[config.mk]
export PLATFORM = sky130hd
export DESIGN_NAME = pru_out
export DESIGN_NICKNAME = d
export VERILOG_FILES = /design/src/design/pru_pkg.sv /design/src/design/pru_out.sv
export SDC_FILE = /design/constraint.sdc
export NUM_CORES = 1
export LEC_CHECK = 0
export BUFFER_PORTS_ARGS = -buffer_cell sky130_fd_sc_hd__buf_2
export CAP_MARGIN = 20
export CORE_MARGIN = 5
export CORE_UTILIZATION = 40
export CTS_CLUSTER_SIZE = 16
export DETAILED_ROUTE_END_ITERATION = 7
export PLACE_DENSITY = 0.69
export SETUP_SLACK_MARGIN = 0.3
export SYNTH_ARGS = -nofsm -noshare
export SYNTH_HDL_FRONTEND = slang
export SYNTH_SLANG_ARGS = --single-unit
[constraint.sdc]
create_clock -name clk -period 1.7 [get_ports clk]
set_input_delay 0.255 -clock clk [delete_from_list [all_inputs] [get_ports clk]]
set_output_delay 0.255 -clock clk [all_outputs]
set_load 0.01 [all_outputs]
[src/design/pru_pkg.sv]
// Package for the pixel replicate upscaler: word types, field widths,
// kind and register codes, and limits. No dependencies.
package pru_pkg;

    localparam int PIX_W         = 24;
    localparam int FACTOR_W      = 7;
    localparam int WIDTH_W       = 11;
    localparam int FACTOR_MAX    = 100;
    localparam int WIDTH_MAX     = 1024;
    localparam int MAX_WIDTH_DEF = 1024;
    localparam int PADDR_W       = 3;
    localparam int PDATA_W       = 32;

    // Register index as decoded from the byte address.
    localparam logic REG_FACTOR = 1'b0;
    localparam logic REG_WIDTH  = 1'b1;

    localparam logic ACT_PIXEL = 1'b0;
    localparam logic ACT_TICK  = 1'b1;

    typedef enum logic [1:0] {
        KIND_PIXEL  = 2'd0,
        KIND_PAD    = 2'd1,
        KIND_REJECT = 2'd2
    } kind_t;

    typedef enum logic {
        MODE_FILL = 1'b0,
        MODE_EMIT = 1'b1
    } mode_t;

    typedef struct packed {
        logic       action;
        logic [7:0] blue;
        logic [7:0] green;
        logic [7:0] red;
    } in_word_t;

    typedef struct packed {
        logic [1:0] kind;
        logic [7:0] out_blue;
        logic [7:0] out_green;
        logic [7:0] out_red;
        logic       row_end;
    } out_word_t;

    // Result decided at acceptance, waiting for the row store read.
    typedef struct packed {
        logic  valid;
        kind_t kind;
        logic  row_end;
        logic  use_pix;
    } slot_t;

endpackage

[src/design/pru_out.sv]
// Result pipeline: holds the decided word during the row store read, then
// the output register toward the result channel. Depends on pru_pkg.
module pru_out
    import pru_pkg::*;
(
    input  logic             clk,
    input  logic             rst_n,
    input  slot_t            slot,
    input  logic [PIX_W-1:0] rd_data,
    output logic             can_load,
    output logic             result_valid,
    input  logic             result_ready,
    output out_word_t        result
);

    slot_t     s1_reg, s1_next;
    logic      res_valid_reg, res_valid_next;
    out_word_t res_reg, res_next;
    logic      s1_move;

    assign s1_move  = s1_reg.valid && (!res_valid_reg || result_ready);
    assign can_load = !s1_reg.valid || s1_move;

    always_comb
    begin
        s1_next        = can_load ? slot : s1_reg;
        res_valid_next = res_valid_reg;
        res_next       = res_reg;
        if (s1_move)
        begin
            res_valid_next     = 1'b1;
            res_next.kind      = s1_reg.kind;
            res_next.out_blue  = s1_reg.use_pix ? rd_data[7:0]   : 8'h00;
            res_next.out_green = s1_reg.use_pix ? rd_data[15:8]  : 8'h00;
            res_next.out_red   = s1_reg.use_pix ? rd_data[23:16] : 8'h00;
            res_next.row_end   = s1_reg.row_end;
        end
        else if (result_ready)
        begin
            res_valid_next = 1'b0;
        end
    end

    always_ff @(posedge clk or negedge rst_n)
    begin
        if (!rst_n)
        begin
            s1_reg        <= '0;
            res_valid_reg <= 1'b0;
        end
        else
        begin
            s1_reg        <= s1_next;
            res_valid_reg <= res_valid_next;
        end
    end

    always_ff @(posedge clk)
    begin
        res_reg <= res_next;
    end

    assign result_valid = res_valid_reg;
    assign result       = res_reg;

`ifndef SYNTHESIS
    a_s1_holds: assert property (@(posedge clk) disable iff (!rst_n)
        s1_reg.valid && res_valid_reg && !result_ready |=> s1_reg.valid)
        else $error("pending word lost while output stalled");

    a_reject_clean: assert property (@(posedge clk) disable iff (!rst_n)
        res_valid_reg && res_reg.kind == KIND_REJECT |->
            res_reg.row_end == 1'b0 && res_reg.out_red == 8'h00 &&
            res_reg.out_green == 8'h00 && res_reg.out_blue == 8'h00)
        else $error("reject word carries pixel data");
`endif

endmodule

Yosys cells after proc, flatten, opt, wreduce, memory -nomap -nowiden:

Index checks and enable logic that the tools add are counted.

* bits in registers: 33
* bits in latches: 0
* bits in writable memories: 0
* bits in read-only memories: 0
* bits of input ports: 32
* output and inout bits: 29
* word-level logic and storage cells: 18
* memories: 0

* add/subtract/negate cells: 0
* multiply operators: 0
* div/mod/pow operators: 0
* order comparisons: 0
* equality and inequality tests: 0
* shift operators: 0
* multiplexer cells: 2
* bitwise gates (word level): 0
* reduce and logical (&&, ||, !) cells: 6

Operators by type and width (count)
* 1-bit zero test: 2
* 1-bit logical OR: 2
* 1-bit 2-to-1 mux: 2
* 2-bit nonzero test: 1
* 1-bit logical AND: 1

Depth between registers and ports, before layout:

* depth in word-level cells: 4
* mapped depth: 2
* depth with buffers taken out: 2

Worst setup path after synthesis:

No wires, ideal clock.

* path type: register -> register
* from: reg res_valid_reg (netlist: result_valid)
* to: reg res_reg, in the netlist result[0], enable pin
* setup time: 0.386 ns
* arrival time: 1.233 ns
* required time: 1.314 ns
* setup slack: 0.081 ns
* stages on the path, launching flop included: 3
* path buffers: 0
* period minus slack after synthesis: 1.619 ns
* cells stage by stage: dfrtp_1 > nand2b_1 > and2_1

* longest elaborated chain between the ends: 3

Ends and longest elaborated chain
* start: declaration: line pru_out.sv:17 `logic res_valid_reg, res_valid_next;`
* start signal: assignment: line pru_out.sv:54 `res_valid_reg <= res_valid_next;`
* 1-bit zero test: line pru_out.sv:21 `assign s1_move = s1_reg.valid && (!res_valid_reg || result_ready);`
* 1-bit logical OR: line pru_out.sv:21
* 1-bit logical AND: line pru_out.sv:21
* end signal: assignment: line pru_out.sv:60 `res_reg <= res_next;`
* end: declaration: line pru_out.sv:18 `out_word_t res_reg, res_next;`

No other way between the ends.
A chain may end at the register's enable or synchronous reset.

Worst setup path in the final report:

* from: reg res_valid_reg (netlist: result_valid)
* to: out can_load

* longest elaborated chain between the ends: 4

Ends and longest elaborated chain
* 1-bit zero test: line pru_out.sv:21
* 1-bit logical OR: line pru_out.sv:21
* 1-bit logical AND: line pru_out.sv:21
* 1-bit logical OR: line pru_out.sv:22 `assign can_load = !s1_reg.valid || s1_move;`
* end: declaration: line pru_out.sv:10 `output logic can_load,`

No other way between the ends.

==> out/metrics.cfg <==
[cts]
cts_root_buf=clkbuf_4
cts_tree=built
clock_latency_ns=0.32
cts_buffer_depth=2
cts_buffers=5
clk_pin_slew_ns=0.09
clock-sinks=33
htreeDepth=2

[sta]
worst_pin_slew_ns=0.5677
timing.slew.headroom=0.6215
finalWorstSetupSlack_ns=0.4386
final.setup_skew_ns=0.004490
rsz0062_at_grt=false
whs_ns=0.1128
fmax_mhz=792.7
setup_viol=0
slew_violations=0
post-route-period-util=0.7420
period_minus_slack_ns=1.261
tns_ns=0
timing.final.hold_violations=0

[global_route]
antenna_found_initial=0
grt_usage=0.1132
grt_pass1_wl_um=3443
grt_max_degree=28
overflow=0
grt_pass1_vias=732

[critical_path]
cp_max_fo=5
required_ns=1.44
worstSetupStartpointType=flop
arrival_ns=1.01
crit_type=flop to output port
end_kind=output port
timing.rr.start=result_valid
setup.worst_path.start=result_valid

[synth]
syn_nets=100
synthMuxAreaShare=0.04893
synth-warning-count=0
ys_top_cells_by_count=edfxtp_1, and2_1, dfrtp_1
synthCells=68
synth-main-ff-cell=edfxtp_1
yosys.area_share.simple=0.1600
synth_xor_area_frac=0
synth_compound_area_frac=0
netlist_area_sq_mm=0.001227
synthDominantCellAreaShare=0.6606
syn_area_per_cell_sq_um=18.05
synth_most_common_cell=edfxtp_1
yosysSeqAreaShare=0.7829
synth_top_family_by_area=simple AND/OR/NAND/NOR gates
synthArstFlopShare=0.1818
ys_types=8
synth_edf_count=27
synth_seq_cells=33
synth_top_cell_by_area=edfxtp_1
synth_fa_ha_area_frac=0
yosys-top-cells-area=edfxtp_1, and2_1, dfrtp_1

[hold_path]
hold_start=slot[4]
min_path_type=input pin to flop

[job]
max-cap-violations=0

[status]
outcome=completed

[routing]
dr.first_iter.drc_count=32
via_per_inst=4.378
num_vias=753
wl_per_cell_um=12.85
drc=0
firstDrtPassIters=4
finalWirelength_um=2210
antenna_left=0

[die]
die_area_sq_mm=0.004277
fp.coreArea_sq_mm=0.003003
pin_count=61
num_rows=20
initial_core_util=0.4087
die_x_um=65.40
dieHeight_um=65.40

[place]
post-place-ws_ns=0.3942
dpl_cell_area_sq_mm=0.001568
dp_cells=160
io_buffers=60
place_hpwl_um=1616
finalWeightedCongestion=0.6754

[finish]
drive_gt1_frac=0.5468
multi_input_area_sq_um=257.7
fill_cells=266
largest_reg_flops=27
final_util=0.5508
area_growth_pct=34.76
n_antenna_cell=0
nets=170
seq_area_sq_um=960.9
final_cells=172
design_area_sq_mm=0.001654

[power]
vdd_drop_max_mv=0.4970
leakagePower_nw=0.7538
power.density_mw_per_mm2=972.1
power_mw=1.608

## final cells by class
| cell class | count | area share |
|---|---|---|
| Timing Repair Buffer | 65 | 0.2080 |
| Multi-Input combinational cell | 33 | 0.1558 |
| Clock buffer | 5 | 0.02269 |
| Clock inverter | 3 | 0.007564 |
| Sequential cell | 33 | 0.5809 |
| Tap cell | 33 | 0.02496 |
## metal layers
layer  global-route usage  vias up  part of all wire
met2               0.1719       39              0.46
met3              0.07009        6              0.14
met4              0.05440        0             0.019
li1                     -      377                 -
met1               0.1242      331              0.39
met5                    0        -                 0
## power breakdown
group	total [mW]	switching [mW]	internal (mW)
clock network	0.393	0.244	0.149
logic	0.220	0.102	0.117
registers	0.995	0.0323	0.963
total	1.61	0.378	1.23
## path summary, 6_finish.rpt
kind	slack [ns]	end	cells after the start
setup / recovery	0.44	can_load	2
hold / removal	0.11	s1_reg[4]	2
setup reg to reg	0.48	result[0]	3
hold reg to reg	0.46	result[26]	0
max in group asynchronous	1.28	result_valid	2
min in group asynchronous	0.28	s1_reg[3]	2
## cells in the final DEF, fill, tap and decap left out, types with 2 or more instances in the layout
master / synthesis / routed
clkinv_1: 0 / 2
dfrtp_1: 6 / 6
buf_2: 2 / 60
buf_4: 0 / 3
and2_1: 25 / 24
clkbuf_4: 0 / 5
mux2_4: 4 / 4
nand2b_1: 2 / 2
edfxtp_1: 27 / 27
## timing repair
item | 4_1_cts | 5_1_grt
endpoints found under the hold margin | 6 | 0
hold buffers | 1 | 0
gates resized for setup | 0 | 1
endpoints found under the setup margin | 0 | 5
buffers inserted | 0 | 3
## logic make-up after synthesis
group,after synthesis
flip-flops,33
buffers and inverters,2
AND/OR/NAND/NOR,29
multiplexers,4
## worst max-delay path: stages, from the launching register on
cell      delay (ns)
dfrtp_1         0.42
nand3b_4        0.11
buf_2           0.15
Note: power is estimated with default switching activity, not from simulation.
