<file path="src/design/pru_pkg.sv">
// Package for the pixel replicate upscaler: word types, field widths,
// kind and register codes, and limits. No dependencies.
package pru_pkg;

    localparam int PIX_W         = 24;
    localparam int FACTOR_W      = 7;
    localparam int WIDTH_W       = 11;
    localparam int FACTOR_MAX    = 100;
    localparam int WIDTH_MAX     = 1024;
    localparam int MAX_WIDTH_DEF = 1024;
    localparam int PADDR_W       = 3;
    localparam int PDATA_W       = 32;

    // Register index as decoded from the byte address.
    localparam logic REG_FACTOR = 1'b0;
    localparam logic REG_WIDTH  = 1'b1;

    localparam logic ACT_PIXEL = 1'b0;
    localparam logic ACT_TICK  = 1'b1;

    typedef enum logic [1:0] {
        KIND_PIXEL  = 2'd0,
        KIND_PAD    = 2'd1,
        KIND_REJECT = 2'd2
    } kind_t;

    typedef enum logic {
        MODE_FILL = 1'b0,
        MODE_EMIT = 1'b1
    } mode_t;

    typedef struct packed {
        logic       action;
        logic [7:0] blue;
        logic [7:0] green;
        logic [7:0] red;
    } in_word_t;

    typedef struct packed {
        logic [1:0] kind;
        logic [7:0] out_blue;
        logic [7:0] out_green;
        logic [7:0] out_red;
        logic       row_end;
    } out_word_t;

    // Result decided at acceptance, waiting for the row store read.
    typedef struct packed {
        logic  valid;
        kind_t kind;
        logic  row_end;
        logic  use_pix;
    } slot_t;

endpackage

</file>
<file path="src/design/pru_cfg.sv">
// APB register file for the upscaler: scale factor and input width, with
// the clamped working values. Depends on pru_pkg.
module pru_cfg
    import pru_pkg::*;
#(
    parameter int MAX_WIDTH = MAX_WIDTH_DEF
) (
    input  logic                clk,
    input  logic                rst_n,
    input  logic                psel,
    input  logic                penable,
    input  logic                pwrite,
    input  logic [PADDR_W-1:0]  paddr,
    input  logic [PDATA_W-1:0]  pwdata,
    output logic [PDATA_W-1:0]  prdata,
    output logic [FACTOR_W-1:0] factor,
    output logic [WIDTH_W-1:0]  width
);

    logic [FACTOR_W-1:0] factor_reg, factor_next;
    logic [WIDTH_W-1:0]  width_reg, width_next;
    logic                wr_stb;
    logic [WIDTH_W-1:0]  width_lim;

    assign wr_stb = psel && penable && pwrite;

    always_comb
    begin
        factor_next = factor_reg;
        width_next  = width_reg;
        if (wr_stb)
        begin
            unique case (paddr[2])
                REG_FACTOR: factor_next = pwdata[FACTOR_W-1:0];
                REG_WIDTH:  width_next  = pwdata[WIDTH_W-1:0];
                default:    factor_next = factor_reg;
            endcase
        end
    end

    always_ff @(posedge clk or negedge rst_n)
    begin
        if (!rst_n)
        begin
            factor_reg <= FACTOR_W'(1);
            width_reg  <= WIDTH_W'(1);
        end
        else
        begin
            factor_reg <= factor_next;
            width_reg  <= width_next;
        end
    end

    always_comb
    begin
        unique case (paddr[2])
            REG_FACTOR: prdata = PDATA_W'(factor_reg);
            REG_WIDTH:  prdata = PDATA_W'(width_reg);
            default:    prdata = '0;
        endcase
    end

    // Out-of-range settings are pulled to the nearest legal value.
    always_comb
    begin
        priority if (factor_reg == '0)
            factor = FACTOR_W'(1);
        else if (32'(factor_reg) > FACTOR_MAX)
            factor = FACTOR_W'(FACTOR_MAX);
        else
            factor = factor_reg;
    end

    always_comb
    begin
        priority if (width_reg == '0)
            width_lim = WIDTH_W'(1);
        else if (32'(width_reg) > WIDTH_MAX)
            width_lim = WIDTH_W'(WIDTH_MAX);
        else
            width_lim = width_reg;
    end

    assign width = (32'(width_lim) > MAX_WIDTH) ? WIDTH_W'(MAX_WIDTH) : width_lim;

endmodule

</file>
<file path="config.mk">
export PLATFORM = sky130hd
export DESIGN_NAME = pru_cfg
export DESIGN_NICKNAME = d
export VERILOG_FILES = /design/src/design/pru_pkg.sv /design/src/design/pru_cfg.sv
export SDC_FILE = /design/constraint.sdc
export NUM_CORES = 1
export LEC_CHECK = 0
export ABC_AREA = 1
export BUFFER_PORTS_ARGS = -buffer_cell sky130_fd_sc_hd__buf_2
export CAP_MARGIN = 20
export CORE_UTILIZATION = 44
export CTS_CLUSTER_SIZE = 24
export DETAILED_ROUTE_END_ITERATION = 6
export PLACE_DENSITY = 0.95
export SLEW_MARGIN = 10
export SYNTH_ARGS = -nofsm -noshare
export SYNTH_HDL_FRONTEND = slang
export SYNTH_SLANG_ARGS = --single-unit
</file>
<file path="constraint.sdc">
create_clock -name clk -period 3.2 [get_ports clk]
set_input_delay 0.16 -clock clk [delete_from_list [all_inputs] [get_ports clk]]
set_output_delay 0.16 -clock clk [all_outputs]
set_load 0.05 [all_outputs]
</file>
* Word level (Yosys, flattened, before mapping) *
Cells that the tools add are included.

word-level totals
  bits in latches = 0
  memories kept = 0
  RAM bits = 0
  logic and storage cells = 18
  input bits = 40
  register bits = 18
  ROM bits = 0
  output and inout bits = 50

cells by class
  muxes and demuxes = 6
  $mul = 0
  divide/modulo/power cells = 0
  reductions and logical operators = 6
  $add $sub $neg = 0
  order comparisons = 3
  equal/unequal tests = 0
  shift operators = 0
  bitwise logic cells = 1

operators with widths
  operator                                               count
  32-bit one-hot mux with 2 select lines                 1
  11-bit two-way mux                                     3
  11-bit greater-than comparator, second input constant  2
  7-bit two-way mux                                      2
  11-bit logical NOT                                     1
  7-bit greater-than comparator, second input constant   1
  7-bit logical NOT                                      1
  2-bit AND reduction                                    2
  1-bit logical AND                                      2
  1-bit NOT                                              1

* Longest topological paths before layout *
  depth after elaboration = 5
  depth in mapped cells = 6

* Worst setup path after synthesis *
Ideal clock, no wire load.

  path type = reg-to-output
  start point = reg factor_reg[0]
  end point = out prdata[0]
  path slack = 1,388 ps
  cell stages (with the launch flop) = 3
  path buffers = 0
  arrival time = 1,652 ps
  cell sequence = dfstp_2 > inv_1 > o21ai_0

between the ends
  longest elaborated chain between the ends = 1

RTL lines
  what                                    line           text
  start: declaration                      pru_cfg.sv:20  logic [FACTOR_W-1:0] factor_reg, factor_next;
  start signal: assignment                pru_cfg.sv:50  factor_reg <= factor_next;
  32-bit one-hot mux with 2 select lines  pru_cfg.sv:57  unique case (paddr[2])
  end: declaration                        pru_cfg.sv:15  output logic [PDATA_W-1:0] prdata,

No other way between the ends. The select of a mux whose other input is x is not followed.

* Final worst setup path *
  start point = reg width_reg[0]
  end point = out width[3]

between the ends
  longest elaborated chain between the ends = 5
  elaborated cells between the ends (all ways) = 6
  those cells by class = 2 x order compare; 3 x mux; 1 x reduce/logical

RTL lines
  what                            line           text
  start: declaration              pru_cfg.sv:21  logic [WIDTH_W-1:0] width_reg, width_next;
  start signal: assignment        pru_cfg.sv:51  width_reg <= width_next;
  11-bit greater-than comparator  pru_cfg.sv:79  else if (32'(width_reg) > WIDTH_MAX)
  11-bit two-way mux              pru_cfg.sv:79
  11-bit two-way mux *            pru_cfg.sv:77  priority if (width_reg == '0)
  11-bit greater-than comparator  pru_cfg.sv:85  assign width = (32'(width_lim) > MAX_WIDTH) ? WIDTH_W'(MAX_WIDTH) : width_lim;
  11-bit two-way mux *            pru_cfg.sv:85
  end: declaration                pru_cfg.sv:17  output logic [WIDTH_W-1:0] width

Every way passes the cells marked *; elsewhere a longest branch is shown, timed or not.

==> results.cfg <==
[timing]
relSlewSlack_pct = 61.5
finalSetupViolations = 0
tightest_slew_ps = 575
fin_crit_ps = 1990
rsz0062_at_grt = false
hold-worst-slack_ps = 65.1
hold_viol = 0
setup_tns_ps = 0
report.final.slew_viol_count = 0
max_freq_ghz = 0.501
period_share_pct = 62.3
finClkSkew_ps = 0

[drt]
num_vias = 1091
post_drt_wl_per_cell_um = 10.5
vias_per_cell = 4.64
dr.max_layer_used = met4
wl_met1_mm = 1.07
dr_wl_met3_um = 163
final_antenna_net_count = 0
drc = 0
drt_iter0_drc = 39
first_pass_iters = 4
drt_wl_total_mm = 2.46
dr_wl_met2_mm = 1.22

[synth]
synth_most_common_cell = nand2_1
synth_simple_gate_area_share_pct = 24.3
synth_compound_area_share_pct = 13.4
ys.warnings.count = 0
synth_common_cells = 29 x nand2_1, 24 x inv_1, 22 x buf_4
ys_async_sr_fraction_pct = 100
synth.area.top_cells = dfrtp_1 32%, buf_4 13%, nand2_1 8.7%
yosys_most_used_dff = dfrtp_1
ys_seq_elements = 18
synth.cell_area_um2 = 1250
synth.area.mux_share_pct = 0
synth_top_family_by_area = buffers and inverters
yosysTopAreaCell = dfrtp_1
synth_edf_count = 0
yosysSeqAreaShare_pct = 36.3
postSynthAreaPerCell_um2 = 7.61
synth-xor-area-share_pct = 0
synthAdderAreaFrac_pct = 0
postSynthCellCount = 164
yosysTopAreaCellShare_pct = 32.1
ys_types = 22

[layout]
fillers = 257
final_nets = 246
syn_to_final_growth_pct = 12.8
seqCellArea_um2 = 453
multiInputGateArea_um2 = 549
n_antenna_cell = 0
drive_above_1_share_pct = 36.1
largest_register_ffs = 11

[power_and_ir_drop]
power_density_nw_per_um2 = 725
switchingPower_mw = 0.557
combPwrFrac_pct = 55.2
irDropWorstVdd_v = 0.000383
pwr-share-clk_pct = 13.8
sw_frac_of_total_pct = 54.6
p_int_mw = 0.464
seqPwrFrac_pct = 31.0
p_leak_nw = 0.811

[global_routing]
grt_max_degree = 23
grt_pass1_wl_mm = 4.02
grt.total_usage_pct = 16.2
antenna_found_initial = 0
overflow = 0
grt_pass1_vias = 913

[worst_setup_path]
crit_arrival_ps = 1830
cp.required_ps = 3040
reg2reg_setup_slack_ps = 2370
worstSetupPathType = reg2out
timing.rr.start = factor_reg[0]
cp-startpoint = width_reg[0]
crit_path_end = width[3]
endpoint_kind = primary output
r2r_cells = 2
rr_endpoint = factor_reg[0]
crit_fanout = 8
worst_setup_path_start_kind = flop

[clock_network]
cts_resized = 0
root_buffer = clkbuf_4
cts_tree = yes
clock_sinks = 18
cts.path.max_buffers = 2
clkTransAtPathRegs_ps = 100
clk_latency_ps = 290
cts-buffers-inserted = 3
h-tree-depth = 1

[hold_path]
hold_class = in2reg

[job]
cap_violations = 0

[floorplan]
fp.dieW_um = 55.2
die_y_um = 55.2
rows = 18
die_area_um2 = 3050
ios = 90
core-area_um2 = 2570
start_util_pct = 48.6

[placed_design]
finalWeightedCongestion = 0.744
post-dp-hpwl_mm = 1.92
io_buffers = 45

[status]
outcome = finished, final reports clean
power groups by stage:
stage               sequential, mW  clock [mW]  combinational [mW]
floorplan                    0.310           0               0.489
global placement             0.319           0               0.557
detailed placement           0.321           0               0.564
CTS                          0.317       0.145               0.566
global route                 0.324       0.156               0.596
finish                       0.317       0.141               0.563
worst max-delay path, stage by stage, from the launching register on:
cell,delay (ps)
dfstp_2,560
inv_1,60
nand3_1,90
nor2_1,60
nor2_1,450
nor2_1,100
buf_2,230
worst min path at each step:
stage,end,depth (start not counted),start,slack [ps]
5_1_grt,width_reg[10],3,pwdata[10],70
3_5_place_dp,factor_reg[5],1,rst_n,110
3_3_place_gp,factor_reg[5],1,rst_n,110
4_1_cts,width_reg[10],3,pwdata[10],60
6_report,width_reg[10],3,pwdata[10],70
2_1_floorplan,factor_reg[1],0,rst_n,-140
metal layers:
metal,vias up,track usage [%]
met5,-,0
met4,0,4.29
met3,2,2.58
met2,51,26.0
met1,501,22.9
li1,537,-
placed cells by master, fill, tap and decap left out:
cell and instances:
o21ai_2 10, inv_1 24, nor2_8 1, o21ai_0 14, buf_2 45, inv_4 1
dfrtp_1 16, nor3_1 1, nand2_1 29, nor2_4 1, nand3_1 2, nand4_1 1
dfstp_2 2, clkbuf_8 1, clkbuf_4 3, nand3_2 1, nor2_1 20, conb_1 21
dlygate4sd3_1 1, o21ai_1 2, nand2_2 9
stage by stage:
step	area [um2]	worst slack, ps	utilization (%)	power [mW]	cells
floorplan	1320	1390	-	0.799	184
global placement	1360	1570	53.0	0.876	230
detailed placement	1360	1540	53.0	0.885	230
CTS	1410	1200	54.8	1.03	235
global route	1410	1120	54.8	1.08	235
finish	1410	1210	54.8	1.02	235
timing repair:
item	4_1_cts	5_1_grt
hold buffers	1	0
setup buffers	0	0
endpoints found under the hold margin	16	0
final cells by class:
type / count / area share (%)
sequential: 18 / 32.2
timing repair buffer: 46 / 16.7
multi-input combinational: 112 / 39.0
tap: 30 / 2.67
clock buffer: 4 / 2.58
inverter: 25 / 6.84
logic make-up (layout without fill, tap and decap cells):
group	count (synthesis)	count (layout)
flops	18	18
compound gates	26	26
other cells	1	21
buf+inv	54	75
simple gates	65	65
Power figures use the tool's default switching activity.
