===== src/design/pru_pkg.sv =====
// Package for the pixel replicate upscaler: word types, field widths,
// kind and register codes, and limits. No dependencies.
package pru_pkg;

    localparam int PIX_W         = 24;
    localparam int FACTOR_W      = 7;
    localparam int WIDTH_W       = 11;
    localparam int FACTOR_MAX    = 100;
    localparam int WIDTH_MAX     = 1024;
    localparam int MAX_WIDTH_DEF = 1024;
    localparam int PADDR_W       = 3;
    localparam int PDATA_W       = 32;

    // Register index as decoded from the byte address.
    localparam logic REG_FACTOR = 1'b0;
    localparam logic REG_WIDTH  = 1'b1;

    localparam logic ACT_PIXEL = 1'b0;
    localparam logic ACT_TICK  = 1'b1;

    typedef enum logic [1:0] {
        KIND_PIXEL  = 2'd0,
        KIND_PAD    = 2'd1,
        KIND_REJECT = 2'd2
    } kind_t;

    typedef enum logic {
        MODE_FILL = 1'b0,
        MODE_EMIT = 1'b1
    } mode_t;

    typedef struct packed {
        logic       action;
        logic [7:0] blue;
        logic [7:0] green;
        logic [7:0] red;
    } in_word_t;

    typedef struct packed {
        logic [1:0] kind;
        logic [7:0] out_blue;
        logic [7:0] out_green;
        logic [7:0] out_red;
        logic       row_end;
    } out_word_t;

    // Result decided at acceptance, waiting for the row store read.
    typedef struct packed {
        logic  valid;
        kind_t kind;
        logic  row_end;
        logic  use_pix;
    } slot_t;

endpackage


===== src/design/pru_ctrl.sv =====
// Row sequencer: fill and emit counters, row store addressing and the
// per-word result decision. Depends on pru_pkg.
module pru_ctrl
    import pru_pkg::*;
#(
    parameter int MAX_WIDTH = MAX_WIDTH_DEF,
    localparam int AW       = (MAX_WIDTH > 1) ? $clog2(MAX_WIDTH) : 1
) (
    input  logic                clk,
    input  logic                rst_n,
    input  logic                accept,
    input  in_word_t            item,
    input  logic [FACTOR_W-1:0] factor,
    input  logic [WIDTH_W-1:0]  width,
    output slot_t               slot,
    output logic                wr_en,
    output logic [AW-1:0]       wr_addr,
    output logic [PIX_W-1:0]    wr_data,
    output logic                rd_en,
    output logic [AW-1:0]       rd_addr
);

    mode_t               mode_reg, mode_next;
    logic [WIDTH_W-1:0]  fill_reg, fill_next;
    logic [WIDTH_W-1:0]  src_reg, src_next;
    logic [FACTOR_W-1:0] copy_reg, copy_next;
    logic [FACTOR_W-1:0] rowc_reg, rowc_next;
    logic [1:0]          pad_reg, pad_next;

    logic [WIDTH_W:0]    fill_inc, src_inc;
    logic [FACTOR_W:0]   copy_inc, rowc_inc;
    logic                take_pixel, take_tick, pad_phase;
    logic                last_copy, last_src, row_last_pix, row_done;
    logic                fill_full, fill_in_store;
    logic [3:0]          pad_prod;
    logic [1:0]          pad_new;

    assign take_pixel = accept && (item.action == ACT_PIXEL) && (mode_reg == MODE_FILL);
    assign take_tick  = accept && (item.action == ACT_TICK) && (mode_reg == MODE_EMIT);
    assign pad_phase  = (pad_reg != '0);

    assign fill_inc  = {1'b0, fill_reg} + 1'b1;
    assign src_inc   = {1'b0, src_reg} + 1'b1;
    assign copy_inc  = {1'b0, copy_reg} + 1'b1;
    assign rowc_inc  = {1'b0, rowc_reg} + 1'b1;

    assign fill_full     = (fill_inc >= {1'b0, width});
    assign fill_in_store = (32'(fill_reg) < MAX_WIDTH);
    assign last_copy     = (copy_inc >= {1'b0, factor});
    assign last_src      = (src_inc >= {1'b0, width});

    // Three bytes per pixel: the pad to a four-byte boundary works out to
    // (width * factor) mod 4.
    assign pad_prod = width[1:0] * factor[1:0];
    assign pad_new  = pad_prod[1:0];

    assign row_last_pix = !pad_phase && last_copy && last_src;
    assign row_done     = take_tick && (pad_phase ? (pad_reg == 2'd1)
                                                  : (row_last_pix && pad_new == '0));

    // Next state.
    always_comb
    begin
        mode_next = mode_reg;
        fill_next = fill_reg;
        src_next  = src_reg;
        copy_next = copy_reg;
        rowc_next = rowc_reg;
        pad_next  = pad_reg;
        if (take_pixel)
        begin
            fill_next = fill_inc[WIDTH_W-1:0];
            if (fill_full)
            begin
                mode_next = MODE_EMIT;
                src_next  = '0;
                copy_next = '0;
                rowc_next = '0;
                pad_next  = '0;
            end
        end
        else if (take_tick)
        begin
            if (pad_phase)
            begin
                pad_next = pad_reg - 2'd1;
            end
            else if (row_last_pix)
            begin
                pad_next = pad_new;
            end
            else if (last_copy)
            begin
                copy_next = '0;
                src_next  = src_inc[WIDTH_W-1:0];
            end
            else
            begin
                copy_next = copy_inc[FACTOR_W-1:0];
            end
            if (row_done)
            begin
                src_next  = '0;
                copy_next = '0;
                if (rowc_inc >= {1'b0, factor})
                begin
                    rowc_next = '0;
                    mode_next = MODE_FILL;
                    fill_next = '0;
                end
                else
                begin
                    rowc_next = rowc_inc[FACTOR_W-1:0];
                end
            end
        end
    end

    // Outputs.
    always_comb
    begin
        slot    = '0;
        wr_en   = take_pixel && fill_in_store;
        wr_addr = AW'(fill_reg);
        wr_data = {item.red, item.green, item.blue};
        rd_en   = 1'b0;
        rd_addr = AW'(src_reg);
        if (accept && (item.action == ACT_PIXEL) && (mode_reg == MODE_EMIT))
        begin
            slot.valid = 1'b1;
            slot.kind  = KIND_REJECT;
        end
        else if (take_tick)
        begin
            slot.valid   = 1'b1;
            slot.row_end = row_done;
            if (pad_phase)
            begin
                slot.kind = KIND_PAD;
            end
            else
            begin
                slot.kind    = KIND_PIXEL;
                slot.use_pix = (32'(src_reg) < MAX_WIDTH);
                rd_en        = 1'b1;
            end
        end
    end

    always_ff @(posedge clk or negedge rst_n)
    begin
        if (!rst_n)
        begin
            mode_reg <= MODE_FILL;
            fill_reg <= '0;
            src_reg  <= '0;
            copy_reg <= '0;
            rowc_reg <= '0;
            pad_reg  <= '0;
        end
        else
        begin
            mode_reg <= mode_next;
            fill_reg <= fill_next;
            src_reg  <= src_next;
            copy_reg <= copy_next;
            rowc_reg <= rowc_next;
            pad_reg  <= pad_next;
        end
    end

`ifndef SYNTHESIS
    a_pad_only_emit: assert property (@(posedge clk) disable iff (!rst_n)
        pad_reg != '0 |-> mode_reg == MODE_EMIT)
        else $error("pad bytes pending outside emit mode");

    a_write_in_store: assert property (@(posedge clk) disable iff (!rst_n)
        take_pixel |-> fill_in_store)
        else $error("row store write beyond its depth");

    a_copy_bound: assert property (@(posedge clk) disable iff (!rst_n)
        32'(copy_reg) < FACTOR_MAX && 32'(rowc_reg) < FACTOR_MAX)
        else $error("copy counter out of range");
`endif

endmodule


===== config.mk =====
export PLATFORM = sky130hd
export DESIGN_NAME = pru_ctrl
export DESIGN_NICKNAME = d
export VERILOG_FILES = /design/src/design/pru_pkg.sv /design/src/design/pru_ctrl.sv
export SDC_FILE = /design/constraint.sdc
export NUM_CORES = 1
export LEC_CHECK = 0
export BUFFER_PORTS_ARGS = -buffer_cell sky130_fd_sc_hd__buf_2
export CAP_MARGIN = 20
export CORE_MARGIN = 2
export CORE_UTILIZATION = 39
export CTS_CLUSTER_SIZE = 24
export DETAILED_ROUTE_END_ITERATION = 12
export SETUP_SLACK_MARGIN = 0.3
export SLEW_MARGIN = 20
export SYNTH_ARGS = -nofsm -noshare
export SYNTH_HDL_FRONTEND = slang
export SYNTH_SLANG_ARGS = --single-unit

===== constraint.sdc =====
create_clock -name clk -period 3.6 [get_ports clk]
set_clock_uncertainty 0.05 [all_clocks]
set_input_delay 0 -clock clk [delete_from_list [all_inputs] [get_ports clk]]
set_output_delay 0 -clock clk [all_outputs]
set_load 0.01 [all_outputs]

Yosys cells after proc, flatten, opt, wreduce, memory -nomap -nowiden
Cells that the tools add are included.
Operators by class
  add/sub/neg operators: 5
  multipliers: 1
  order comparisons: 6
  equality and inequality tests: 4
  multiplexer cells: 41
  bitwise logic cells: 2
  reductions and logical operators: 24
Operator list (number)
  11-bit 2-to-1 mux: 11
  7-bit 2-to-1 mux: 11
  11-bit by 1-bit adder with 12-bit output, second input constant: 2
  12-bit by 11-bit greater-or-equal comparator with 1-bit output: 2
  11-bit less-than comparator, second input constant: 2
  7-bit by 1-bit adder with 8-bit output, second input constant: 2
  8-bit by 7-bit greater-or-equal comparator with 1-bit output: 2
  2-bit 2-to-1 mux: 6
  1-bit 2-to-1 mux: 11
  1-bit logical AND: 10
  3-bit AND reduction: 3
  4-bit AND reduction: 2
  2-bit nonzero test: 4
  3-bit by 2-bit inequality test with 1-bit output, second input constant: 2
  3-bit nonzero test: 2
  5-bit 2-to-1 mux: 1
  5-bit AND reduction: 1
  3-bit 2-to-1 mux: 1
  2-bit by 1-bit == test with 1-bit output, second input constant: 1
  2-bit logical NOT: 1
  2-bit by 2-bit multiplier with 2-bit output: 1
  2-bit by 1-bit inequality test with 1-bit output, second input constant: 1
  1-bit inverter: 2
  2-bit by 1-bit subtractor with 2-bit output, second input constant: 1
  1-bit logical NOT: 1
Storage, ports and cells
  bits in registers: 39
  logic and storage cells: 89

Longest topological paths before layout
Gate-level depths: netlist (run 1).
  depth in word-level cells: 10
  mapped depth: 14

Least setup slack after synthesis (run 1)
OpenSTA, ideal clock, no wires.
  path kind: register to register
  start: register src_reg[0]
  end: register rowc_reg[0]
  library setup time: 125 ps
  arrival: 2923 ps
  required time: 3425 ps
  path slack: 502 ps
  cell stages (with the launch flop): 13
  path buffers: 0
  period minus slack after synthesis: 3098 ps
  cells stage by stage: dfrtp_1 -> ha_1 -> and3_1 -> nand3_1 -> nor2_1 -> xor2_1 -> ha_1 -> o2111ai_1 -> or4_1 -> a31o_4 -> o21ai_4 -> nand3_4 -> mux2_4
On the way
  cells in the longest elaborated chain, start to end: 8
RTL lines
  start: declaration: RTL line pru_ctrl.sv:25  | logic [WIDTH_W-1:0] src_reg, src_next;
  start signal: assignment: RTL line pru_ctrl.sv:165  | src_reg <= src_next;
  11-bit by 1-bit adder with 12-bit output: RTL line pru_ctrl.sv:43  | assign src_inc = {1'b0, src_reg} + 1'b1;
  12-bit by 11-bit greater-or-equal comparator with 1-bit output: RTL line pru_ctrl.sv:50  | assign last_src = (src_inc >= {1'b0, width});
  1-bit logical AND: RTL line pru_ctrl.sv:57  | assign row_last_pix = !pad_phase && last_copy && last_src;
  1-bit logical AND: RTL line pru_ctrl.sv:59  | : (row_last_pix && pad_new == '0));
  1-bit 2-to-1 mux: RTL line pru_ctrl.sv:58  | assign row_done = take_tick && (pad_phase ? (pad_reg == 2'd1)
  1-bit logical AND: RTL line pru_ctrl.sv:58
  2-bit nonzero test (no line)
  3-bit AND reduction (no line)
  end signal: assignment: RTL line pru_ctrl.sv:167  | rowc_reg <= rowc_next;
  end: declaration: RTL line pru_ctrl.sv:27  | logic [FACTOR_W-1:0] rowc_reg, rowc_next;
No other way between the ends.
A chain may end at the register's enable or synchronous reset.

Worst setup path after layout (run 1)
  start: register src_reg[1]
  end: register rowc_reg[4]
The elaborated chain is that of the path after synthesis.

==> results of run 1 <==
==> path summary, 6_finish.rpt <==
check / start / end / slack (ns)
hold reg to reg: fill_reg[7] / fill_reg[7] / 0.51
setup reg to reg: src_reg[1] / rowc_reg[4] / 0.34
min in group asynchronous: rst_n / rowc_reg[1] / 0.33
setup / recovery: src_reg[1] / rowc_reg[4] / 0.34
hold / removal: accept / mode_reg / 0.01
max in group asynchronous: rst_n / src_reg[0] / 2.55
==> layout by cell type, fill, tap and decap left out, drive strengths merged, types with 5 or more instances in the layout <==
| cell type | synthesis | final |
|---|---|---|
| nand2b | 6 | 6 |
| a21oi | 12 | 12 |
| nand3 | 24 | 24 |
| nand4 | 8 | 8 |
| mux2 | 5 | 5 |
| o21ai | 22 | 22 |
| clkbuf | 5 | 8 |
| dfrtp | 39 | 39 |
| a22o | 9 | 9 |
| inv | 27 | 27 |
| nand2 | 37 | 37 |
| xnor2 | 15 | 15 |
| dlygate4sd3 | 0 | 26 |
| ha | 40 | 40 |
| nor2 | 22 | 22 |
| xor2 | 15 | 15 |
| nor2b | 6 | 6 |
| and3 | 7 | 7 |
| buf | 48 | 75 |
| a21o | 5 | 5 |
==> worst max-delay path: cells and delay by family (launching register included) <==
kind                       cells  cell delay [ns]
adders and majority gates      2             0.53
AOI/OAI and AO/OA              3             0.59
buffers and inverters          1             0.14
DFF                            1             0.40
muxes                          1             0.33
and+or+nand+nor                4             0.94
xor gates and xnor gates       1             0.17
==> per-stage QoR <==
step / hold WS, ns / utilization (%)
finish: 0.0113 / 48.0
global route: 0.0391 / 48.0
CTS: 0.0192 / 46.6
detailed placement: -0.0499 / 41.8
global placement: -0.0499 / 41.8
floorplan: -0.346 / -
==> power groups by stage <==
stage | Clock (mW) | Sequential, mW | Combinational, mW
final | 0.337 | 0.687 | 1.14
after global routing | 0.364 | 0.713 | 1.31
after CTS | 0.345 | 0.681 | 1.10
after detailed placement | 0 | 0.695 | 1.01
after global placement | 0 | 0.689 | 0.992
after floorplan | 0 | 0.653 | 0.811
==> cell type report <==
cell class                 count  area (µm²)  area share, %
sequential                    39         978           23.4
multi-input combinational    280        2160           51.5
timing repair buffer         101         716           17.1
inverter                      27         101           2.42
tap                          108         135           3.22
clock buffer                   8         100           2.39
==> per-layer routing <==
metal	share of wire, %	global-route usage (%)	vias to the layer above
met5	0	0	-
li1	-	-	1483
met2	48	29.1	85
met1	46	24.1	1397
met4	1.3	4.32	0
met3	4.4	2.84	14
==> kinds of logic after synthesis <==
| logic type | share of synthesized area, % |
|---|---|
| AO/OA/AOI/OAI | 17.1 |
| XOR/XNOR | 7.47 |
| adder cells (fa/ha/maj) | 14.2 |
| buffers and inverters | 13.5 |
| flip-flops | 27.7 |
| multiplexers | 2.13 |
| AND/OR/NAND/NOR | 17.8 |
==> timing repair <==
| item | CTS | global route |
|---|---|---|
| endpoints found under the hold margin | 64 | 0 |
| resized for setup | 8 | 15 |
| pin swaps | 1 | 9 |
| setup endpoints to repair | 33 | 34 |
| hold buffers | 26 | 0 |
| setup buffers | 4 | 8 |
==> results.sh, run 1 <==
export IMPL_outcome="completed"
export IMPL_routed_wl_um=8500
export IMPL_final_cells=563
export IMPL_ys_top_cells_by_area="dfrtp_1 28%, ha_1 14%, buf_4 9.8%"
export IMPL_setup_tns_final_ns=0
export IMPL_portBuffers=48
export IMPL_post_route_cells_drive_above_1_share_pct=24.2
export IMPL_synthesis_nets=485
export IMPL_max_stage_delay_ns=0.43
export IMPL_ys_warn_count=0
export IMPL_crit_fanout=8
export IMPL_place_gp_congestion=0.842
export IMPL_cap_viol_max_count=0
export IMPL_start_kind="register"
export IMPL_layout_setup_ws_ns=0.336
export IMPL_syn_area_um2=3520
export IMPL_fin_crit_ns=3.26
export IMPL_crit_type="register to register"
export IMPL_holdCritPathClass="input port to register"
export IMPL_report_final_setup_viol=0
export IMPL_design_core_area_um2=8720
export IMPL_final_cell_area_um2=4190
export IMPL_worst_pin_slew_ns=0.915
export IMPL_drc=0
export IMPL_clockPowerShare_pct=15.5
export IMPL_die_area_um2=9790
export IMPL_numCtsBuffers=5
export IMPL_end_kind="register"
export IMPL_min_path_cells=3
export IMPL_path_cells="ha_2 > and3_4 > nand4_1 > xnor2_1 > ha_1 > o2111ai_1 > or4_4 > a31o_4 > buf_4 > o21ai_4 > nand3_4 > mux2_4"
export IMPL_viasPerCell=5.29
export IMPL_drtIter0Drc=61
export IMPL_p_comb_share_pct=52.8
export IMPL_cts_sinks=39
export IMPL_p_sw_share_pct=41.6
export IMPL_cp_slowest_cell="or4_4"
export IMPL_die_h_um=99.0
export IMPL_ys_flop_type="dfrtp_1"
export IMPL_num_vias=2979
export IMPL_yosysUniqueCellTypes=52
export IMPL_syn_inst=399
export IMPL_avgSynthCellArea_um2=8.81
export IMPL_grt_usage_pct=17.6
export IMPL_antenna_cells=0
export IMPL_cellPowerDensity_nw_per_um2=518
export IMPL_clock_path_buffers=2
export IMPL_fill_cells=833
export IMPL_initial_core_util_pct=40.3
export IMPL_grt_pass1_wl_um=14100
export IMPL_async_flop_share_pct=100
export IMPL_rows=34
export IMPL_rsz0062_at_grt="true"
export IMPL_yosys_area_top_type_share_pct=27.7
export IMPL_power_internal_mw=1.27
export IMPL_synth_most_common_cell="buf_4"
export IMPL_ir_drop_uv=359
export IMPL_synth_seq_cells=39
export IMPL_fp_dieW_um=99.0
export IMPL_ios=97
export IMPL_relSlewSlack_pct=39.0
export IMPL_numPlacedInstances=517
export IMPL_cts_tree="yes"
export IMPL_ant_nets=0
export IMPL_synth_edf_count=0
export IMPL_crit_arrival_ns=3.40
export IMPL_yosys_area_top_type="dfrtp_1"
export IMPL_switchingPower_uw=902
export IMPL_grt_ovfl_total=0
export IMPL_critPathRequiredTime_ns=3.74
export IMPL_finalHoldViolCount=0
export IMPL_dpl_cell_area_um2=3640
export IMPL_final_nets=540
export IMPL_worstSkewPairLatency_ns=0.30
export IMPL_path_clk_slew_ns=0.08
export IMPL_grt_pass1_vias=2902
export IMPL_h_tree_depth=2
export IMPL_p_leak_nw=2.07
export IMPL_power_share_sequential_pct=31.7
export IMPL_syn2layout_area_growth_pct=19.1
export IMPL_cts_root_buf="clkbuf_8"
export IMPL_pre_cts_slack_ns=0.0962
export IMPL_drv_slew=0
export IMPL_antenna_found_initial=0
export IMPL_fmax_mhz=306
export IMPL_first_pass_iters=5
export IMPL_post_route_period_util_pct=90.7
export IMPL_power_mw=2.17
export IMPL_avgRoutedWirePerCell_um=15.1
export IMPL_dp_hpwl_um=6350
export IMPL_ys_top_cells_by_count="46 x buf_4, 40 x ha_1, 39 x dfrtp_1"
export IMPL_grt_max_degree=40
export IMPL_yosysSeqAreaShare_pct=27.7
export IMPL_r2r_cells=12
Power figures use the tool's default switching activity.
==> run 2, diff against run 1 <==
RECOVER_POWER = 50   (was unset)
SETUP_SLACK_MARGIN = unset   (was 0.3)
==> run 2 against run 1 <==
The flow now finishes with violations (max-capacitance violations, max-slew violations); worst setup slack worse by 0.13 ns; combinational power is 9.6% lower; fmax is 3.9% lower; via count is 2.1% lower; die area stayed put; global-route usage is 0.13 points lower; non-clock buffer count is 10 lower.
==> results.sh, run 2 (synthesized netlist as in run 1, its figures left out) <==
export IMPL_outcome="complete, but fails checks"
export IMPL_violations="max-capacitance violations, max-slew violations"
export IMPL_post_route_period_util_pct=94.3
export IMPL_rows=34
export IMPL_design_core_area_um2=8720
export IMPL_clock_path_buffers=2
export IMPL_viasPerCell=5.27
export IMPL_numCtsBuffers=5
export IMPL_finalHoldViolCount=0
export IMPL_rsz0062_at_grt="false"
export IMPL_place_gp_congestion=0.842
export IMPL_avgRoutedWirePerCell_um=15.1
export IMPL_final_cells=553
export IMPL_utilization_pct=45.9
export IMPL_max_stage_delay_ns=0.45
export IMPL_holdCritPathClass="input port to register"
export IMPL_num_vias=2915
export IMPL_ios=97
export IMPL_crit_arrival_ns=3.50
export IMPL_h_tree_depth=2
export IMPL_routed_wl_um=8330
export IMPL_fmax_mhz=294
export IMPL_cts_tree="yes"
export IMPL_crit_start="src_reg[0]"
export IMPL_crit_type="register to register"
export IMPL_initial_core_util_pct=40.3
export IMPL_rr_startpoint="src_reg[0]"
export IMPL_fin_crit_ns=3.40
export IMPL_report_final_setup_viol=0
export IMPL_first_pass_iters=4
export IMPL_post_route_cells_drive_above_1_share_pct=15.3
export IMPL_worst_pin_slew_ns=2.19
export IMPL_syn2layout_area_growth_pct=13.8
export IMPL_worstSkewPairLatency_ns=0.30
export IMPL_cellPowerDensity_nw_per_um2=514
export IMPL_hp_start="accept"
export IMPL_dp_hpwl_um=6350
export IMPL_cts_sinks=39
export IMPL_die_h_um=99.0
export IMPL_ant_nets=0
export IMPL_grt_pass1_wl_um=14000
export IMPL_final_cell_mix="39 x ha_1, 38 x dfrtp_1, 36 x nand2_1, 30 x buf_2, 27 x inv_1"
export IMPL_numPlacedInstances=517
export IMPL_fp_dieW_um=99.0
export IMPL_die_area_um2=9790
export IMPL_setup_tns_final_ns=0
export IMPL_cp_top_family="compound AO/OA/AOI/OAI gates"
export IMPL_antenna_cells=0
export IMPL_drtIter0Drc=72
export IMPL_relSlewSlack_pct=-46.1
export IMPL_grt_pass1_vias=2886
export IMPL_drv_slew=40
export IMPL_p_leak_nw=1.93
export IMPL_grt_max_degree=40
export IMPL_critPathRequiredTime_ns=3.70
export IMPL_cp_slowest_cell="dfrtp_2"
export IMPL_power_mw=2.06
export IMPL_path_clk_slew_ns=0.08
export IMPL_start_kind="register"
export IMPL_grt_usage_pct=17.5
export IMPL_end_kind="register"
export IMPL_drc=0
export IMPL_cap_viol_max_count=1
export IMPL_portBuffers=48
export IMPL_crit_fanout=6
export IMPL_grt_ovfl_total=0
export IMPL_final_nets=530
export IMPL_antenna_found_initial=0
export IMPL_cp_num_buf_inv=2
export IMPL_ir_drop_uv=321
export IMPL_final_common_cell="ha_1"
export IMPL_cts_root_buf="clkbuf_8"
export IMPL_path_cells="ha_1 > and3_1 > nand3_1 > nor2_1 > xor2_1 > ha_1 > o2111ai_1 > or4_1 > a31o_4 > buf_4 > o21a_1 > buf_4 > o31ai_1 > o41ai_1"
==> run 2: cell count changes in the layout (fill, tap and decap cells not counted), moves of 2 or more <==
cell,change
o21ai_0,+3
clkbuf_1,+20
ha_1,+2
nor2_2,-2
buf_2,-18
buf_4,-12
nor2_1,+2
o21ai_1,-3
==> run 2: layer usage <==
layer  track usage [%]  vias up  wire (µm)  part of all wire, %
met3              2.84       11        412                  4.9
met2              28.7       89       3920                   47
met1              24.0     1351       3920                   47
li1                  -     1464          -                    -
met4              4.32        0         78                 0.94
met5                 0        -          0                    0
==> run 2: worst min-delay path, stage by stage <==
cell and delay, ns:
buf_2 0.15, nand4_1 0.08, o2bb2ai_1 0.10
==> run 2: stage by stage <==
step | setup WS, ns | cell area (µm²) | hold WS [ns]
floorplan | 0.502 | 3520 | -0.346
global placement | 0.166 | 3640 | -0.0499
detailed placement | 0.0962 | 3640 | -0.0499
CTS | 0.0717 | 4000 | 0.0192
global route | 0.0222 | 4000 | 0.0391
finish | 0.204 | 4000 | 0.0124
==> run 2: path summary, 6_finish.rpt <==
kind	to	slack [ns]	cells after the start
min reg2reg	src_reg[0]	0.50	1
max reg2reg	rowc_reg[2]	0.20	14
max in group asynchronous	src_reg[0]	1.25	2
min	mode_reg	0.01	3
max	rowc_reg[2]	0.20	14
min in group asynchronous	rowc_reg[1]	0.84	2
==> run 2: power by group <==
group	total, mW	switching (mW)	internal, mW	leakage (nW)
sequential	0.689	0.150	0.540	0.497
clock	0.338	0.163	0.175	0.0515
combinational	1.03	0.558	0.472	1.38
==> run 2: what timing repair did <==
item | CTS | global route
endpoints found under the setup margin | 0 | 35
hold buffers | 26 | 0
hold endpoints to repair | 64 | 0
resized for setup | 0 | 5
setup buffers | 0 | 2
==> run 2: cell type report <==
cell class | count | area (µm²)
inverters | 27 | 101
clock buffers | 8 | 100
flip-flops and latches | 39 | 977
multi-input cells | 280 | 2080
well taps | 108 | 135
fillers | 847 | 4720
repair buffers | 91 | 611
==> run 3, diff against run 2 <==
CTS_CLUSTER_DIAMETER = 60   (was unset)
clock period = 3.31 ns   (was 3.6 ns; I/O delays follow)
==> run 3 against run 2 <==
Non-clock buffer count is 3 higher; the flow now finishes without violations; power rose by 11%; final cell count up 0.36%; sequential share of layout area shrank 0.42 points; first-iteration DRC count increased by 9.7%; core utilization increased by 0.86 points; global-route usage down 0.78 points; critical endpoint is now rowc_reg[6]; register-to-register slack got worse by 0.04 ns; clock power fell by 1%; sequential power increased by 6.1%.
==> results.sh, run 3 (synthesized netlist as in run 1, its figures left out) <==
export IMPL_outcome="completed"
export IMPL_place_gp_congestion=0.824
export IMPL_fin_crit_ns=3.15
export IMPL_die_area_um2=9790
export IMPL_portBuffers=48
export IMPL_utilization_pct=46.7
export IMPL_final_nets=533
export IMPL_crit_arrival_ns=3.27
export IMPL_holdCritPathClass="input port to register"
export IMPL_end_kind="register"
export IMPL_worst_pin_slew_ns=0.909
export IMPL_cts_tree="yes"
export IMPL_clockPowerShare_pct=14.6
export IMPL_cellPowerDensity_nw_per_um2=559
export IMPL_rows=34
export IMPL_ios=97
export IMPL_dp_hpwl_um=6260
export IMPL_clock_path_buffers=2
export IMPL_p_sw_share_pct=41.8
export IMPL_final_cell_mix="37 x ha_1, 37 x dfrtp_1, 36 x nand2_1, 35 x buf_2, 27 x inv_1"
export IMPL_p_leak_nw=1.96
export IMPL_pre_cts_slack_ns=-0.0947
export IMPL_antenna_cells=0
export IMPL_grt_pass1_wl_um=13500
export IMPL_crit_fanout=8
export IMPL_report_final_setup_viol=0
export IMPL_syn2layout_area_growth_pct=15.9
export IMPL_numCtsBuffers=5
export IMPL_p_comb_share_pct=53.3
export IMPL_layout_setup_ws_ns=0.162
export IMPL_drv_slew=0
export IMPL_num_vias=2885
export IMPL_finalHoldViolCount=0
export IMPL_path_clk_slew_ns=0.08
export IMPL_switchingPower_uw=954
export IMPL_critPathRequiredTime_ns=3.43
export IMPL_initial_core_util_pct=40.3
export IMPL_cts_root_buf="clkbuf_8"
export IMPL_post_route_cells_drive_above_1_share_pct=19.2
export IMPL_drc=0
export IMPL_fp_dieW_um=99.0
export IMPL_antenna_found_initial=0
export IMPL_relSlewSlack_pct=39.4
export IMPL_power_share_sequential_pct=32.1
export IMPL_grt_max_degree=40
export IMPL_ir_drop_uv=346
export IMPL_grt_usage_pct=16.7
export IMPL_cap_viol_max_count=0
export IMPL_avgRoutedWirePerCell_um=14.7
export IMPL_worstSkewPairLatency_ns=0.29
export IMPL_design_core_area_um2=8720
export IMPL_rsz0062_at_grt="false"
export IMPL_fmax_mhz=318
export IMPL_power_mw=2.28
export IMPL_h_tree_depth=2
export IMPL_routed_wl_um=8160
export IMPL_start_kind="register"
export IMPL_drtIter0Drc=79
export IMPL_viasPerCell=5.20
export IMPL_ant_nets=0
export IMPL_first_pass_iters=4
export IMPL_grt_pass1_vias=2750
export IMPL_post_route_period_util_pct=95.1
export IMPL_grt_ovfl_total=0
export IMPL_crit_type="register to register"
export IMPL_power_internal_mw=1.33
export IMPL_cts_sinks=39
export IMPL_die_h_um=99.0
## run 3: changes by cell type in the layout (fill, tap and decap cells not counted), sizes merged
| cell | before | now |
|---|---|---|
| clkinv | 0 | 1 |
| clkbuf | 28 | 20 |
| buf | 45 | 54 |
## run 3: metal layers
layer / part of all wire (%) / global-route usage, % / up-vias
met3: 4.2 / 2.77 / 6
met1: 48 / 23.3 / 1337
met2: 47 / 27.9 / 70
met4: 0.55 / 2.21 / 0
met5: 0 / 0 / -
li1: - / - / 1472
## run 3: stage by stage
step           std cells  hold WS [ns]  instance area [µm²]  setup TNS, ns
3_5_place_dp         520       -0.0499                 3670         -0.562
4_1_cts              553        0.0346                 4020              0
2_1_floorplan        399        -0.346                 3520              0
6_report             555        0.0302                 4080              0
3_3_place_gp         520       -0.0499                 3670         -0.322
5_1_grt              555        0.0474                 4080              0
## run 3: layout make-up
cell class	count	area, µm²
multi-input combinational	280	2130
inverter	27	101
tap	108	135
clock inverter	1	5.00
timing repair buffer	94	643
sequential	39	978
clock buffer	6	82.6
fill	874	4640
## run 3: critical path, cell delays in order, from the launching register on
cell     delay [ns]
dfrtp_1        0.40
ha_2           0.21
and3_4         0.21
nand3_2        0.10
xnor2_1        0.17
ha_1           0.28
nand2_1        0.06
or4_1          0.54
a31o_4         0.27
o21ai_4        0.22
nand3_4        0.19
mux2_4         0.33
## run 3: path summary, 6_finish.rpt
path                                to  cells after the start  slack (ns)        from
max in group asynchronous   src_reg[2]                      2        2.26       rst_n
hold reg to reg             src_reg[8]                      2        0.50  src_reg[8]
setup reg to reg           rowc_reg[6]                     11        0.16  src_reg[0]
min in group asynchronous  rowc_reg[0]                      2        0.33       rst_n
hold / removal                mode_reg                      3        0.03      accept
setup / recovery           rowc_reg[6]                     11        0.16  src_reg[0]
## run 3: repair_timing
| action | 4_1_cts | 5_1_grt |
|---|---|---|
| pin swaps | 0 | 4 |
| resized for setup | 2 | 14 |
| endpoints found under the setup margin | 25 | 32 |
| buffers inserted | 0 | 2 |
| hold buffers | 26 | 0 |
| hold endpoints to repair | 64 | 0 |
## run 3: power groups by stage
stage | clock network [mW] | registers [mW] | logic, mW
2_1_floorplan | 0 | 0.710 | 0.882
3_3_place_gp | 0 | 0.728 | 1.12
3_5_place_dp | 0 | 0.735 | 1.14
4_1_cts | 0.346 | 0.725 | 1.19
5_1_grt | 0.362 | 0.752 | 1.39
6_report | 0.333 | 0.731 | 1.22
